### src/design/ecs_pkg.sv
// shared types and constants for the encoder count and speed block
// no dependencies; every other design file imports this package

package ecs_pkg;

  localparam int COUNT_BITS = 16;
  localparam int TIME_BITS  = 48;
  localparam int TOTAL_BITS = 48;
  localparam int SPEED_BITS = 32;

  // speed scale: thousandths of ticks per second from microsecond stamps
  localparam int unsigned SCALE_NUM  = 32'd1000 * 32'd1000000;
  localparam int          SCALE_BITS = 30;
  localparam logic [SCALE_BITS-1:0] SCALE = SCALE_BITS'(SCALE_NUM);

  // digit-serial multiplier: one 4-bit digit of the tick magnitude per cycle
  localparam int DIGIT_BITS = 4;
  localparam int MUL_DIGITS = TOTAL_BITS / DIGIT_BITS;
  localparam int ACC_BITS   = SCALE_BITS;
  localparam int SUM_BITS   = SCALE_BITS + DIGIT_BITS;
  localparam int PROD_BITS  = TOTAL_BITS + SCALE_BITS;

  // quotient keeps one bit above the speed width, plus a sticky overflow
  localparam int QUOT_BITS = SPEED_BITS + 1;
  localparam logic [QUOT_BITS-1:0] POS_MAX = QUOT_BITS'((64'd1 << (SPEED_BITS - 1)) - 64'd1);
  localparam logic [QUOT_BITS-1:0] NEG_MAG = QUOT_BITS'(64'd1 << (SPEED_BITS - 1));

  // action codes
  localparam logic [1:0] ACT_WRAP   = 2'd0;
  localparam logic [1:0] ACT_LATCH  = 2'd1;
  localparam logic [1:0] ACT_UPDATE = 2'd2;

  typedef struct packed {
    logic [1:0]         action;
    logic [47:0]        uptime;
    logic signed [15:0] raw_count;
    logic signed [15:0] wrap_value;
  } item_t;

  typedef struct packed {
    logic               status;
    logic signed [47:0] total_count;
    logic signed [31:0] speed;
    logic               speed_saturated;
  } result_t;

  typedef struct packed {
    logic                 big;
    logic [QUOT_BITS-1:0] quot;
  } div_res_t;

  typedef enum logic [2:0] {
    S_IDLE,
    S_SUM,
    S_TOTAL,
    S_MUL,
    S_DIV,
    S_SAT,
    S_RESULT
  } state_t;

endpackage

### src/design/ecs_mul.sv
// digit-serial multiplier: tick magnitude times the speed scale constant
// depends on ecs_pkg

module ecs_mul (
  input  logic                             clk,
  input  logic                             rst,
  input  logic                             start,
  input  logic [ecs_pkg::TOTAL_BITS-1:0]   mcand,
  output logic                             done,
  output logic [ecs_pkg::PROD_BITS-1:0]    product
);
  import ecs_pkg::*;

  localparam int CNT_W = $clog2(MUL_DIGITS);

  logic                  busy;
  logic [CNT_W-1:0]      cnt;
  logic [TOTAL_BITS-1:0] mc;
  logic [ACC_BITS-1:0]   acc;
  logic [TOTAL_BITS-1:0] low;
  logic [SUM_BITS-1:0]   partial;
  logic [SUM_BITS-1:0]   sum;

  // one digit times the constant, added to the running upper part
  assign partial = SUM_BITS'(mc[DIGIT_BITS-1:0]) * SUM_BITS'(SCALE);
  assign sum     = SUM_BITS'(acc) + partial;
  assign product = {acc, low};

  always_ff @(posedge clk) begin
    if (rst) begin
      busy <= 1'b0;
      done <= 1'b0;
      cnt  <= '0;
    end else begin
      done <= 1'b0;
      if (start) begin
        busy <= 1'b1;
        cnt  <= '0;
      end else if (busy) begin
        if (cnt == CNT_W'(MUL_DIGITS - 1)) begin
          busy <= 1'b0;
          done <= 1'b1;
        end
        cnt <= cnt + 1'b1;
      end
    end
  end

  always_ff @(posedge clk) begin
    if (start) begin
      mc  <= mcand;
      acc <= '0;
    end else if (busy) begin
      mc  <= mc >> DIGIT_BITS;
      acc <= sum[SUM_BITS-1:DIGIT_BITS];
      low <= {sum[DIGIT_BITS-1:0], low[TOTAL_BITS-1:DIGIT_BITS]};
    end
  end

endmodule

### src/design/ecs_div.sv
// restoring divider, one quotient bit per cycle, with sticky overflow
// depends on ecs_pkg

module ecs_div (
  input  logic                           clk,
  input  logic                           rst,
  input  logic                           start,
  input  logic [ecs_pkg::PROD_BITS-1:0]  numer,
  input  logic [ecs_pkg::TIME_BITS-1:0]  divisor,
  output logic                           done,
  output ecs_pkg::div_res_t              res
);
  import ecs_pkg::*;

  localparam int CNT_W = $clog2(PROD_BITS);

  logic                  busy;
  logic [CNT_W-1:0]      cnt;
  logic [PROD_BITS-1:0]  num;
  logic [TIME_BITS-1:0]  dvs;
  logic [TIME_BITS-1:0]  rem;
  logic [QUOT_BITS-1:0]  quot;
  logic                  big;
  logic [TIME_BITS:0]    trial;
  logic [TIME_BITS+1:0]  diff;
  logic                  fits;

  assign trial = {rem, num[PROD_BITS-1]};
  assign diff  = {1'b0, trial} - {2'b00, dvs};
  assign fits  = ~diff[TIME_BITS+1];

  assign res.big  = big;
  assign res.quot = quot;

  always_ff @(posedge clk) begin
    if (rst) begin
      busy <= 1'b0;
      done <= 1'b0;
      cnt  <= '0;
    end else begin
      done <= 1'b0;
      if (start) begin
        busy <= 1'b1;
        cnt  <= '0;
      end else if (busy) begin
        if (cnt == CNT_W'(PROD_BITS - 1)) begin
          busy <= 1'b0;
          done <= 1'b1;
        end
        cnt <= cnt + 1'b1;
      end
    end
  end

  always_ff @(posedge clk) begin
    if (start) begin
      num  <= numer;
      dvs  <= divisor;
      rem  <= '0;
      quot <= '0;
      big  <= 1'b0;
    end else if (busy) begin
      num  <= num << 1;
      rem  <= fits ? diff[TIME_BITS-1:0] : trial[TIME_BITS-1:0];
      quot <= {quot[QUOT_BITS-2:0], fits};
      // a bit leaving the top means the quotient is far beyond range
      big  <= big | quot[QUOT_BITS-1];
    end
  end

endmodule

### src/design/encoder_count_and_speed_top.sv
// encoder count and speed: top level with control sequencer and state
// depends on ecs_pkg, ecs_mul, ecs_div
//
// usage:
//   item channel (item_valid / item_stall / item) carries one action per
//   transaction: wrap adds wrap_value to the pending correction, latch
//   records uptime and raw_count, update folds the raw delta and the
//   correction into the total and, for a nonzero time interval, recomputes speed.
//   result channel (result_valid / result_stall / result) returns exactly one
//   transaction per item: status, total count, last valid speed and its
//   saturation flag.
//   wrap, latch and unused codes go from acceptance straight to the result
//   state; an update with a zero time interval passes the sum and total
//   states first; an update that computes speed also runs the digit-serial
//   multiply (4 bits per step) and the restoring divide (one quotient bit
//   per step), then the saturation step, before the result state.
//   one item is in flight at a time; item_stall stays high until its result
//   sits in the output register, then the next item is taken while that
//   result waits.
//   reset (rst, synchronous) clears all counts, latches and speed to zero.
//   while result_stall is high the result holds and the block waits with the
//   next result until the output register frees up.

module encoder_count_and_speed_top (
  input  logic             clk,
  input  logic             rst,
  input  logic             item_valid,
  output logic             item_stall,
  input  ecs_pkg::item_t   item,
  output logic             result_valid,
  input  logic             result_stall,
  output ecs_pkg::result_t result
);
  import ecs_pkg::*;

  state_t state, state_next;

  // architectural state
  logic [TIME_BITS-1:0]  latch_now, latch_before;
  logic [COUNT_BITS-1:0] raw_now, raw_before;
  logic [TOTAL_BITS-1:0] pending_wrap, total_ticks;
  logic [SPEED_BITS-1:0] speed_value;
  logic                  speed_clamped;

  // per-update working registers
  logic [COUNT_BITS:0]   delta_raw;
  logic [TIME_BITS:0]    tdiff;
  logic                  tzero;
  logic [TOTAL_BITS-1:0] tick_delta;
  logic [TIME_BITS-1:0]  dmag;
  logic                  dneg;
  logic                  tneg;
  logic                  status_flag;

  // sequencer outputs
  logic mul_start, div_start, result_load;

  // datapath between the serial units
  logic [TOTAL_BITS-1:0] tmag;
  logic                  mul_done, div_done;
  logic [PROD_BITS-1:0]  product;
  div_res_t              div_res;

  // speed clamping
  logic                  q_nonzero, speed_neg, pos_clamp, neg_clamp;
  logic [QUOT_BITS-1:0]  neg_mag;

  // magnitude of the tick delta; the most negative value maps to 2^(w-1)
  assign tmag = tick_delta[TOTAL_BITS-1] ? (~tick_delta + 1'b1) : tick_delta;

  ecs_mul u_mul (
    .clk     (clk),
    .rst     (rst),
    .start   (mul_start),
    .mcand   (tmag),
    .done    (mul_done),
    .product (product)
  );

  ecs_div u_div (
    .clk     (clk),
    .rst     (rst),
    .start   (div_start),
    .numer   (product),
    .divisor (dmag),
    .done    (div_done),
    .res     (div_res)
  );

  always_ff @(posedge clk) begin
    if (rst) begin
      state <= S_IDLE;
    end else begin
      state <= state_next;
    end
  end

  always_comb begin
    state_next  = state;
    mul_start   = 1'b0;
    div_start   = 1'b0;
    result_load = 1'b0;
    item_stall  = (state != S_IDLE);
    case (state)
      S_IDLE: begin
        if (item_valid) begin
          state_next = (item.action == ACT_UPDATE) ? S_SUM : S_RESULT;
        end
      end
      S_SUM: begin
        state_next = S_TOTAL;
      end
      S_TOTAL: begin
        // zero interval: keep the old speed and report it
        if (tzero) begin
          state_next = S_RESULT;
        end else begin
          mul_start  = 1'b1;
          state_next = S_MUL;
        end
      end
      S_MUL: begin
        if (mul_done) begin
          div_start  = 1'b1;
          state_next = S_DIV;
        end
      end
      S_DIV: begin
        if (div_done) begin
          state_next = S_SAT;
        end
      end
      S_SAT: begin
        state_next = S_RESULT;
      end
      S_RESULT: begin
        if (!result_valid || !result_stall) begin
          result_load = 1'b1;
          state_next  = S_IDLE;
        end
      end
      default: begin
        state_next = S_IDLE;
      end
    endcase
  end

  // sign of the speed and clamp decisions from the finished quotient
  assign q_nonzero = div_res.big || (div_res.quot != '0);
  assign speed_neg = (tneg ^ dneg) && q_nonzero;
  assign pos_clamp = div_res.big || (div_res.quot > POS_MAX);
  assign neg_clamp = div_res.big || (div_res.quot > NEG_MAG);
  assign neg_mag   = neg_clamp ? NEG_MAG : div_res.quot;

  always_ff @(posedge clk) begin
    if (rst) begin
      latch_now     <= '0;
      latch_before  <= '0;
      raw_now       <= '0;
      raw_before    <= '0;
      pending_wrap  <= '0;
      total_ticks   <= '0;
      speed_value   <= '0;
      speed_clamped <= 1'b0;
      status_flag   <= 1'b0;
    end else begin
      case (state)
        S_IDLE: begin
          if (item_valid) begin
            status_flag <= 1'b0;
            case (item.action)
              ACT_WRAP: begin
                pending_wrap <= pending_wrap
                              + {{(TOTAL_BITS-16){item.wrap_value[15]}}, item.wrap_value};
              end
              ACT_LATCH: begin
                latch_before <= latch_now;
                latch_now    <= item.uptime;
                raw_before   <= raw_now;
                raw_now      <= item.raw_count;
              end
              default: begin
              end
            endcase
          end
        end
        S_TOTAL: begin
          total_ticks  <= total_ticks + tick_delta;
          pending_wrap <= '0;
          status_flag  <= tzero;
        end
        S_SAT: begin
          if (!speed_neg) begin
            speed_clamped <= pos_clamp;
            speed_value   <= pos_clamp ? POS_MAX[SPEED_BITS-1:0]
                                       : div_res.quot[SPEED_BITS-1:0];
          end else begin
            speed_clamped <= neg_clamp;
            speed_value   <= ~neg_mag[SPEED_BITS-1:0] + 1'b1;
          end
        end
        default: begin
        end
      endcase
    end
  end

  // working registers for an update, no reset needed
  always_ff @(posedge clk) begin
    if (state == S_IDLE) begin
      delta_raw <= {raw_now[COUNT_BITS-1], raw_now} - {raw_before[COUNT_BITS-1], raw_before};
      tdiff     <= {1'b0, latch_now} - {1'b0, latch_before};
      tzero     <= (latch_now == latch_before);
    end
    if (state == S_SUM) begin
      tick_delta <= {{(TOTAL_BITS-COUNT_BITS-1){delta_raw[COUNT_BITS]}}, delta_raw}
                  + pending_wrap;
      dneg       <= tdiff[TIME_BITS];
      dmag       <= tdiff[TIME_BITS] ? (~tdiff[TIME_BITS-1:0] + 1'b1)
                                     : tdiff[TIME_BITS-1:0];
    end
    if (state == S_TOTAL) begin
      tneg <= tick_delta[TOTAL_BITS-1];
    end
  end

  // output register
  always_ff @(posedge clk) begin
    if (rst) begin
      result_valid <= 1'b0;
    end else if (result_load) begin
      result_valid <= 1'b1;
    end else if (!result_stall) begin
      result_valid <= 1'b0;
    end
  end

  always_ff @(posedge clk) begin
    if (result_load) begin
      result.status          <= status_flag;
      result.total_count     <= total_ticks;
      result.speed           <= speed_value;
      result.speed_saturated <= speed_clamped;
    end
  end

endmodule

### config.mk
export PLATFORM = sky130hd
export DESIGN_NAME = encoder_count_and_speed_top
export DESIGN_NICKNAME = d
export VERILOG_FILES = /design/src/design/ecs_pkg.sv /design/src/design/ecs_mul.sv /design/src/design/ecs_div.sv /design/src/design/encoder_count_and_speed_top.sv
export SDC_FILE = /design/constraint.sdc
export NUM_CORES = 2
export LEC_CHECK = 0
export ABC_AREA = 0
export BUFFER_PORTS_ARGS = -buffer_cell sky130_fd_sc_hd__clkbuf_2
export CAP_MARGIN = 10
export CORE_ASPECT_RATIO = 1.25
export CORE_MARGIN = 2
export CORE_UTILIZATION = 40
export CTS_BUF_LIST = sky130_fd_sc_hd__clkbuf_4
export DETAILED_ROUTE_END_ITERATION = 8
export PLACE_DENSITY = 0.6
export SYNTH_ARGS = -nofsm -noshare
export SYNTH_HDL_FRONTEND = slang
export SYNTH_HIERARCHICAL = 1
export SYNTH_SLANG_ARGS = --single-unit
### constraint.sdc
create_clock -name clk -period 10.2 [get_ports clk]
set_input_delay 2.04 -clock clk [delete_from_list [all_inputs] [get_ports clk]]
set_output_delay 2.04 -clock clk [all_outputs]
set_load 0.01 [all_outputs]
# Word level (Yosys, flattened, before mapping)
# Cells that the tools add are included.
# classes
n_addsub,12
mul,1
order_cmp,2
eq_ne,17
n_mux,39
n_bitwise,9
n_reduce_logical,23
# ops
operator,count
$mux 48,7
$mux 78,2
$add 48x48->48,3
$add 48x1->48 const B,2
$mux 32,3
$not 48->48,2
$pmux 48 s2,1
$sub 49x48->50,1
$sub 48x48->49,1
$eq 48x48->1,1
$add 30x34->34,1
$gt 33x31->1 const B,1
$gt 33x32->1 const B,1
$reduce_bool 33->1,1
$add 32x1->32 const B,1
$not 32->32,1
$mul 4x21->25 const B,1
$pmux 3 s7,1
$mux 1,18
$mux 3,6
$sub 16x16->17,1
$eq 3x3->1 const B,3
$ne 2x1->1 const B,4
$add 7x1->7 const B,1
other kinds (24),39
# totals
ff_bits,858
wordCells,139

# Longest topological paths before layout
# logic_depth
depth_word,6
ltp_mapped,23
ltp_nobuf,23

# Cells and area by module
# Netlist, hierarchy kept.
# by_module_without_submodules
module,instances,cells_per_inst,area_per_inst_um2
encoder_count_and_speed_top,1,3292,29787.3
ecs_div,1,1072,11363.4
ecs_mul,1,584,7126.8

# Least setup slack after synthesis
# OpenSTA, ideal clock, no wires.
# synth_path
kind,register to register
startpoint,register state[0]
endpoint,register dmag[0] (enable)
setup_time_ns,0.671
t_arrival_ns,7.337
required_ns,9.529
slack_ns,2.192
path_stages_with_launch,4
cell_sequence,dfxtp_1 clkbuf_1 inv_1 nor3_1
# synth_between
elab_chain_len,1
# synth_rtl
element,line_no,text
"start, declared",encoder_count_and_speed_top.sv:36,"state_t state, state_next;"
"start signal, assigned",encoder_count_and_speed_top.sv:94,state <= state_next;
$eq 3x1->1,encoder_count_and_speed_top.sv:215,if (state == S_SUM) begin
"end signal, assigned",encoder_count_and_speed_top.sv:219,dmag <= tdiff[TIME_BITS] ? (~tdiff[TIME_BITS-1:0] + 1'b1)
"end, declared",encoder_count_and_speed_top.sv:50,logic [TIME_BITS-1:0] dmag;
# No other way between the ends.
# A chain may end at the register's enable or synchronous reset.

# Final worst setup path
# layout_path
startpoint,register u_mul.mc[2]
endpoint,register u_mul.acc[29]
# layout_between
elab_chain_len,2
# layout_rtl
element,line_no,text
"start, declared",ecs_mul.sv:18,logic [TOTAL_BITS-1:0] mc;
"start signal, assigned",ecs_mul.sv:51,mc <= mcand;
"start signal, assigned",ecs_mul.sv:54,mc <= mc >> DIGIT_BITS;
$mul 4x21->25,ecs_mul.sv:25,assign partial = SUM_BITS'(mc[DIGIT_BITS-1:0]) * SUM_BITS'(SCALE);
$add 30x34->34,ecs_mul.sv:26,assign sum = SUM_BITS'(acc) + partial;
"end signal, assigned",ecs_mul.sv:55,acc <= sum[SUM_BITS-1:DIGIT_BITS];
"end, declared",ecs_mul.sv:19,logic [ACC_BITS-1:0] acc;
# No other way between the ends.

==> flow_summary.html <==
<table>
<tr><th>Metric</th><th>Value</th></tr>
<tr><th colspan="2">Power</th></tr>
<tr><td>Max IR drop VDD</td><td>roughly 0.00027 V</td></tr>
<tr><td>Leakage component of the power</td><td>21.13 nW</td></tr>
<tr><td>Power per standard cell area</td><td>289.9 mW/mm^2</td></tr>
<tr><td>Overall power of the completed layout</td><td>between 15 and 20 mW</td></tr>
<tr><th colspan="2">Detailed routing</th></tr>
<tr><td>Antenna violation net count after detailed routing</td><td>0</td></tr>
<tr><td>Detailed-route vias per instance</td><td>between 5 and 6</td></tr>
<tr><td>Final Routed Wirelength</td><td>116,900 um</td></tr>
<tr><td>Total DRC errors in the routed layout</td><td>0</td></tr>
<tr><td>Avg WL per Cell</td><td>16.85 um</td></tr>
<tr><td>Total via count in the routed design</td><td>36.97k</td></tr>
<tr><td>First DRT Iteration DRCs</td><td>~2.2k</td></tr>
<tr><td>Router iterations before antenna repair</td><td>6</td></tr>
<tr><th colspan="2">Synthesis</th></tr>
<tr><td>Sequential element share of the synthesized area</td><td>45.30%</td></tr>
<tr><td>Cell count after synthesis</td><td>4,948</td></tr>
<tr><td>Post-synth design cell area</td><td>0.04828 mm^2</td></tr>
<tr><td>Count of different cell masters after synthesis</td><td>100</td></tr>
<tr><td>Total of warnings raised by yosys</td><td>6</td></tr>
<tr><td>Most used DFF post-synth</td><td>sky130_fd_sc_hd__edfxtp_1</td></tr>
<tr><td>Number of flip-flops and latches in the synthesized netlist</td><td>858</td></tr>
<tr><td>EDFF count, synth</td><td>approximately 470</td></tr>
<tr><td>Share of synthesized flip-flops with an asynchronous set or reset</td><td>0%</td></tr>
<tr><td>Syn Area/Cell</td><td>a little under 10 um^2</td></tr>
<tr><td>Post-synthesis net count</td><td>5,365</td></tr>
<tr><th colspan="2">Cells and area</th></tr>
<tr><td>Post-layout nets</td><td>5,580</td></tr>
<tr><td>Largest register by flop count</td><td>result</td></tr>
<tr><td>Area growth from synthesis to layout</td><td>10.78%</td></tr>
<tr><td>Most common library cell in the layout ignoring fill and taps</td><td>sky130_fd_sc_hd__nand2_1</td></tr>
<tr><td>Registers with the most flip-flops</td><td>result x82, u_div/num x78, tdiff x49</td></tr>
<tr><td>Flip-flop count of the largest register, all copies and words added</td><td>82</td></tr>
<tr><td>Share of cells above drive strength 1</td><td>14.01%</td></tr>
<tr><td>Commonest non-fill, non-tap cells in the layout</td><td>sky130_fd_sc_hd__nand2_1 (563), sky130_fd_sc_hd__edfxtp_1 (469), sky130_fd_sc_hd__a21oi_1 (450), sky130_fd_sc_hd__nor2_1 (392), sky130_fd_sc_hd__dfxtp_1 (388)</td></tr>
<tr><th colspan="2">Worst setup path</th></tr>
<tr><td>Crit path arrival time</td><td>6430 ps</td></tr>
<tr><td>Endpoint class of the critical path</td><td>register</td></tr>
<tr><td>Register-to-register path setup slack</td><td>4780 ps</td></tr>
<tr><td>Startpoint-to-endpoint class of the critical path</td><td>reg2reg</td></tr>
<tr><td>Required arrival time at the worst endpoint</td><td>11,220 ps</td></tr>
<tr><td>Critical path fanouts, max</td><td>10</td></tr>
<tr><td>Sort of element at the start of the critical path</td><td>register</td></tr>
<tr><th colspan="2">Floorplanning</th></tr>
<tr><td>Initial core utilization</td><td>40.32%</td></tr>
<tr><td>Rows</td><td>between 100 and 150</td></tr>
<tr><td>Number of I/O pins</td><td>170</td></tr>
<tr><td>Placeable core region</td><td>~0.12 mm^2</td></tr>
<tr><td>Floorplan die width</td><td>314.7 um</td></tr>
<tr><td>Overall die height</td><td>392.4 um</td></tr>
<tr><td>DIE AREA</td><td>0.1235 mm^2</td></tr>
<tr><th colspan="2">Place</th></tr>
<tr><td>GP Congestion</td><td>0.8921</td></tr>
<tr><td>Input/output buffers</td><td>169</td></tr>
<tr><td>Final HPWL DP</td><td>roughly 83,000 um</td></tr>
<tr><th colspan="2">CTS</th></tr>
<tr><td>Buffers inserted by post-CTS timing repair</td><td>0</td></tr>
<tr><td>Clock tree from TritonCTS</td><td>done</td></tr>
<tr><td>Count of hold-fix buffers inserted at cts</td><td>0</td></tr>
<tr><td>Number of gates given a new drive strength after cts</td><td>0</td></tr>
<tr><td>Library cell used as clock root buffer</td><td>sky130_fd_sc_hd__clkbuf_4</td></tr>
<tr><td>Clock slew seen by the registers of the worst setup and hold paths</td><td>approximately 70 ps</td></tr>
<tr><td>Clock latency at the later pin of the worst-skew pair</td><td>1160 ps</td></tr>
<tr><td>Number of sinks handled by clock tree synthesis</td><td>858</td></tr>
<tr><td>Clock Path Buffers</td><td>3</td></tr>
<tr><td>Total clock buffers created by CTS</td><td>219</td></tr>
<tr><td>Max H-tree Level</td><td>4</td></tr>
<tr><th colspan="2">STA</th></tr>
<tr><td>Max-slew headroom at the worst pin</td><td>21.71%</td></tr>
<tr><td>Unrepaired setup endpoints after global routing</td><td>no</td></tr>
<tr><td>Maximum clock frequency</td><td>0.1846 GHz</td></tr>
<tr><td>Number of max-slew violations in the final report</td><td>0</td></tr>
<tr><td>Final Hold Violating Endpoints</td><td>0</td></tr>
<tr><td>Aggregate negative setup slack</td><td>0 ps</td></tr>
<tr><td>Final worst path period share</td><td>roughly 53%</td></tr>
<tr><td>Min cycle time layout</td><td>5418 ps</td></tr>
<tr><td>Tightest Pin Transition</td><td>1164 ps</td></tr>
<tr><td>Setup violation total in the final timing report</td><td>0</td></tr>
<tr><td>Worst Clk Skew</td><td>between 90 and 100 ps</td></tr>
<tr><th colspan="2">Global routing</th></tr>
<tr><td>Global-route wire length before repair</td><td>189,000 um</td></tr>
<tr><td>Grt total ovfl</td><td>0</td></tr>
<tr><td>Vias in the first global route</td><td>between 30k and 40k</td></tr>
<tr><td>Number of antenna violations at the first check in global routing</td><td>1</td></tr>
<tr><td>Gr usage total</td><td>18.78%</td></tr>
<tr><td>Largest net degree at the start of global routing</td><td>130</td></tr>
<tr><th colspan="2">Run</th></tr>
<tr><td>Number of violations of the max-capacitance limit</td><td>0</td></tr>
<tr><th colspan="2">Status</th></tr>
<tr><td>Run status</td><td>finished, final reports clean</td></tr>
<tr><th colspan="2">Hold path</th></tr>
<tr><td>Hold Path Class</td><td>reg2reg</td></tr>
</table>
## synthesized netlist by cell type (all sizes together), types with 94 or more instances
cell type	number	area, um^2
inv	216	810.8
dfxtp	389	7787
xor2	94	830.8
clkbuf	173	690.7
a21oi	452	2273
o21ai	218	1091
nor2	394	1479
mux2	125	1408
nand2	564	2117
xnor2	260	2277
edfxtp	469	14080
ha	318	3979
a21o	147	1104
## layer usage
| metal | wire [um] | up-vias | global-route usage [%] |
|---|---|---|---|
| met5 | 0 | - | 0 |
| met4 | 3117 | 0 | 7.290 |
| met3 | 4983 | 185 | 3.528 |
| met2 | 56430 | 704 | 31.67 |
| met1 | 52330 | 17460 | 23.70 |
| li1 | - | 18617 | - |
## cell type report
type                            count  area [um^2]
Antenna cell                        2        5.005
Clock buffer                      330         2477
Clock inverter                     76        464.2
Fill cell                       11691        66270
Inverter                          217        814.5
Multi-Input combinational cell   3664        24740
Sequential cell                   858        21870
Tap cell                         1584         1982
Timing Repair Buffer              203         1124
## logic make-up after synthesis
| family | share of synthesized area [%] |
|---|---|
| adder cells (fa/ha/maj) | 8.781 |
| AND/OR/NAND/NOR | 13.58 |
| AO/OA/AOI/OAI | 17.84 |
| multiplexers | 4.491 |
| buffers and inverters | 3.574 |
| XOR/XNOR | 6.438 |
| flip-flops | 45.30 |
## path summary, 6_finish.rpt
check / startpoint / end / depth (start not counted)
setup reg to reg: u_mul/mc[2]$_DFFE_PP_ / u_mul/acc[29]$_SDFFE_PP0P_ / 23
hold reg to reg: u_mul/low[37]$_DFFE_PP_ / u_mul/low[33]$_DFFE_PP_ / 0
hold / removal: u_mul/low[37]$_DFFE_PP_ / u_mul/low[33]$_DFFE_PP_ / 0
setup / recovery: u_mul/mc[2]$_DFFE_PP_ / u_mul/acc[29]$_SDFFE_PP0P_ / 23
## stage by stage
| stage | utilization (%) | cell area, um^2 | worst slack, ps | instances | hold slack (ps) |
|---|---|---|---|---|---|
| after detailed placement | 42.20 | 50530 | 4268 | 6526 | 404.5 |
| after CTS | 44.66 | 53480 | 4820 | 6932 | 403.0 |
| final | 44.66 | 53480 | 4782 | 6934 | 390.7 |
| after floorplan | - | 48280 | 2192 | 4948 | 400.3 |
| after global routing | 44.66 | 53480 | 4361 | 6933 | 410.2 |
| after global placement | 42.20 | 50530 | 4171 | 6526 | 404.9 |
## where the power goes
group	internal (mW)	leakage [nW]	total, mW	switching [mW]
registers	4.71	7.52	5.31	0.602
logic	2.99	11.9	7.15	4.16
clock network	1.59	1.75	3.04	1.45
## worst max-delay path, stage by stage (launching register included)
cell and delay, ps:
sky130_fd_sc_hd__edfxtp_1 640, sky130_fd_sc_hd__inv_1 90, sky130_fd_sc_hd__ha_1 350, sky130_fd_sc_hd__xnor2_1 160, sky130_fd_sc_hd__ha_1 180, sky130_fd_sc_hd__or2_2 290, sky130_fd_sc_hd__ha_1 330, sky130_fd_sc_hd__and4_1 230
sky130_fd_sc_hd__and2_1 150, sky130_fd_sc_hd__a311oi_1 390, sky130_fd_sc_hd__a311o_2 340, sky130_fd_sc_hd__and2b_2 230, sky130_fd_sc_hd__o21a_1 160, sky130_fd_sc_hd__nor2_1 110, sky130_fd_sc_hd__xnor2_1 130, sky130_fd_sc_hd__ha_1 320
sky130_fd_sc_hd__a21o_1 190, sky130_fd_sc_hd__a21oi_1 190, sky130_fd_sc_hd__nor2_1 60, sky130_fd_sc_hd__a21oi_1 120, sky130_fd_sc_hd__o31ai_1 140, sky130_fd_sc_hd__o2111ai_1 230, sky130_fd_sc_hd__xnor2_1 110, sky130_fd_sc_hd__a211oi_1 230
Note: power is estimated with default switching activity, not from simulation.
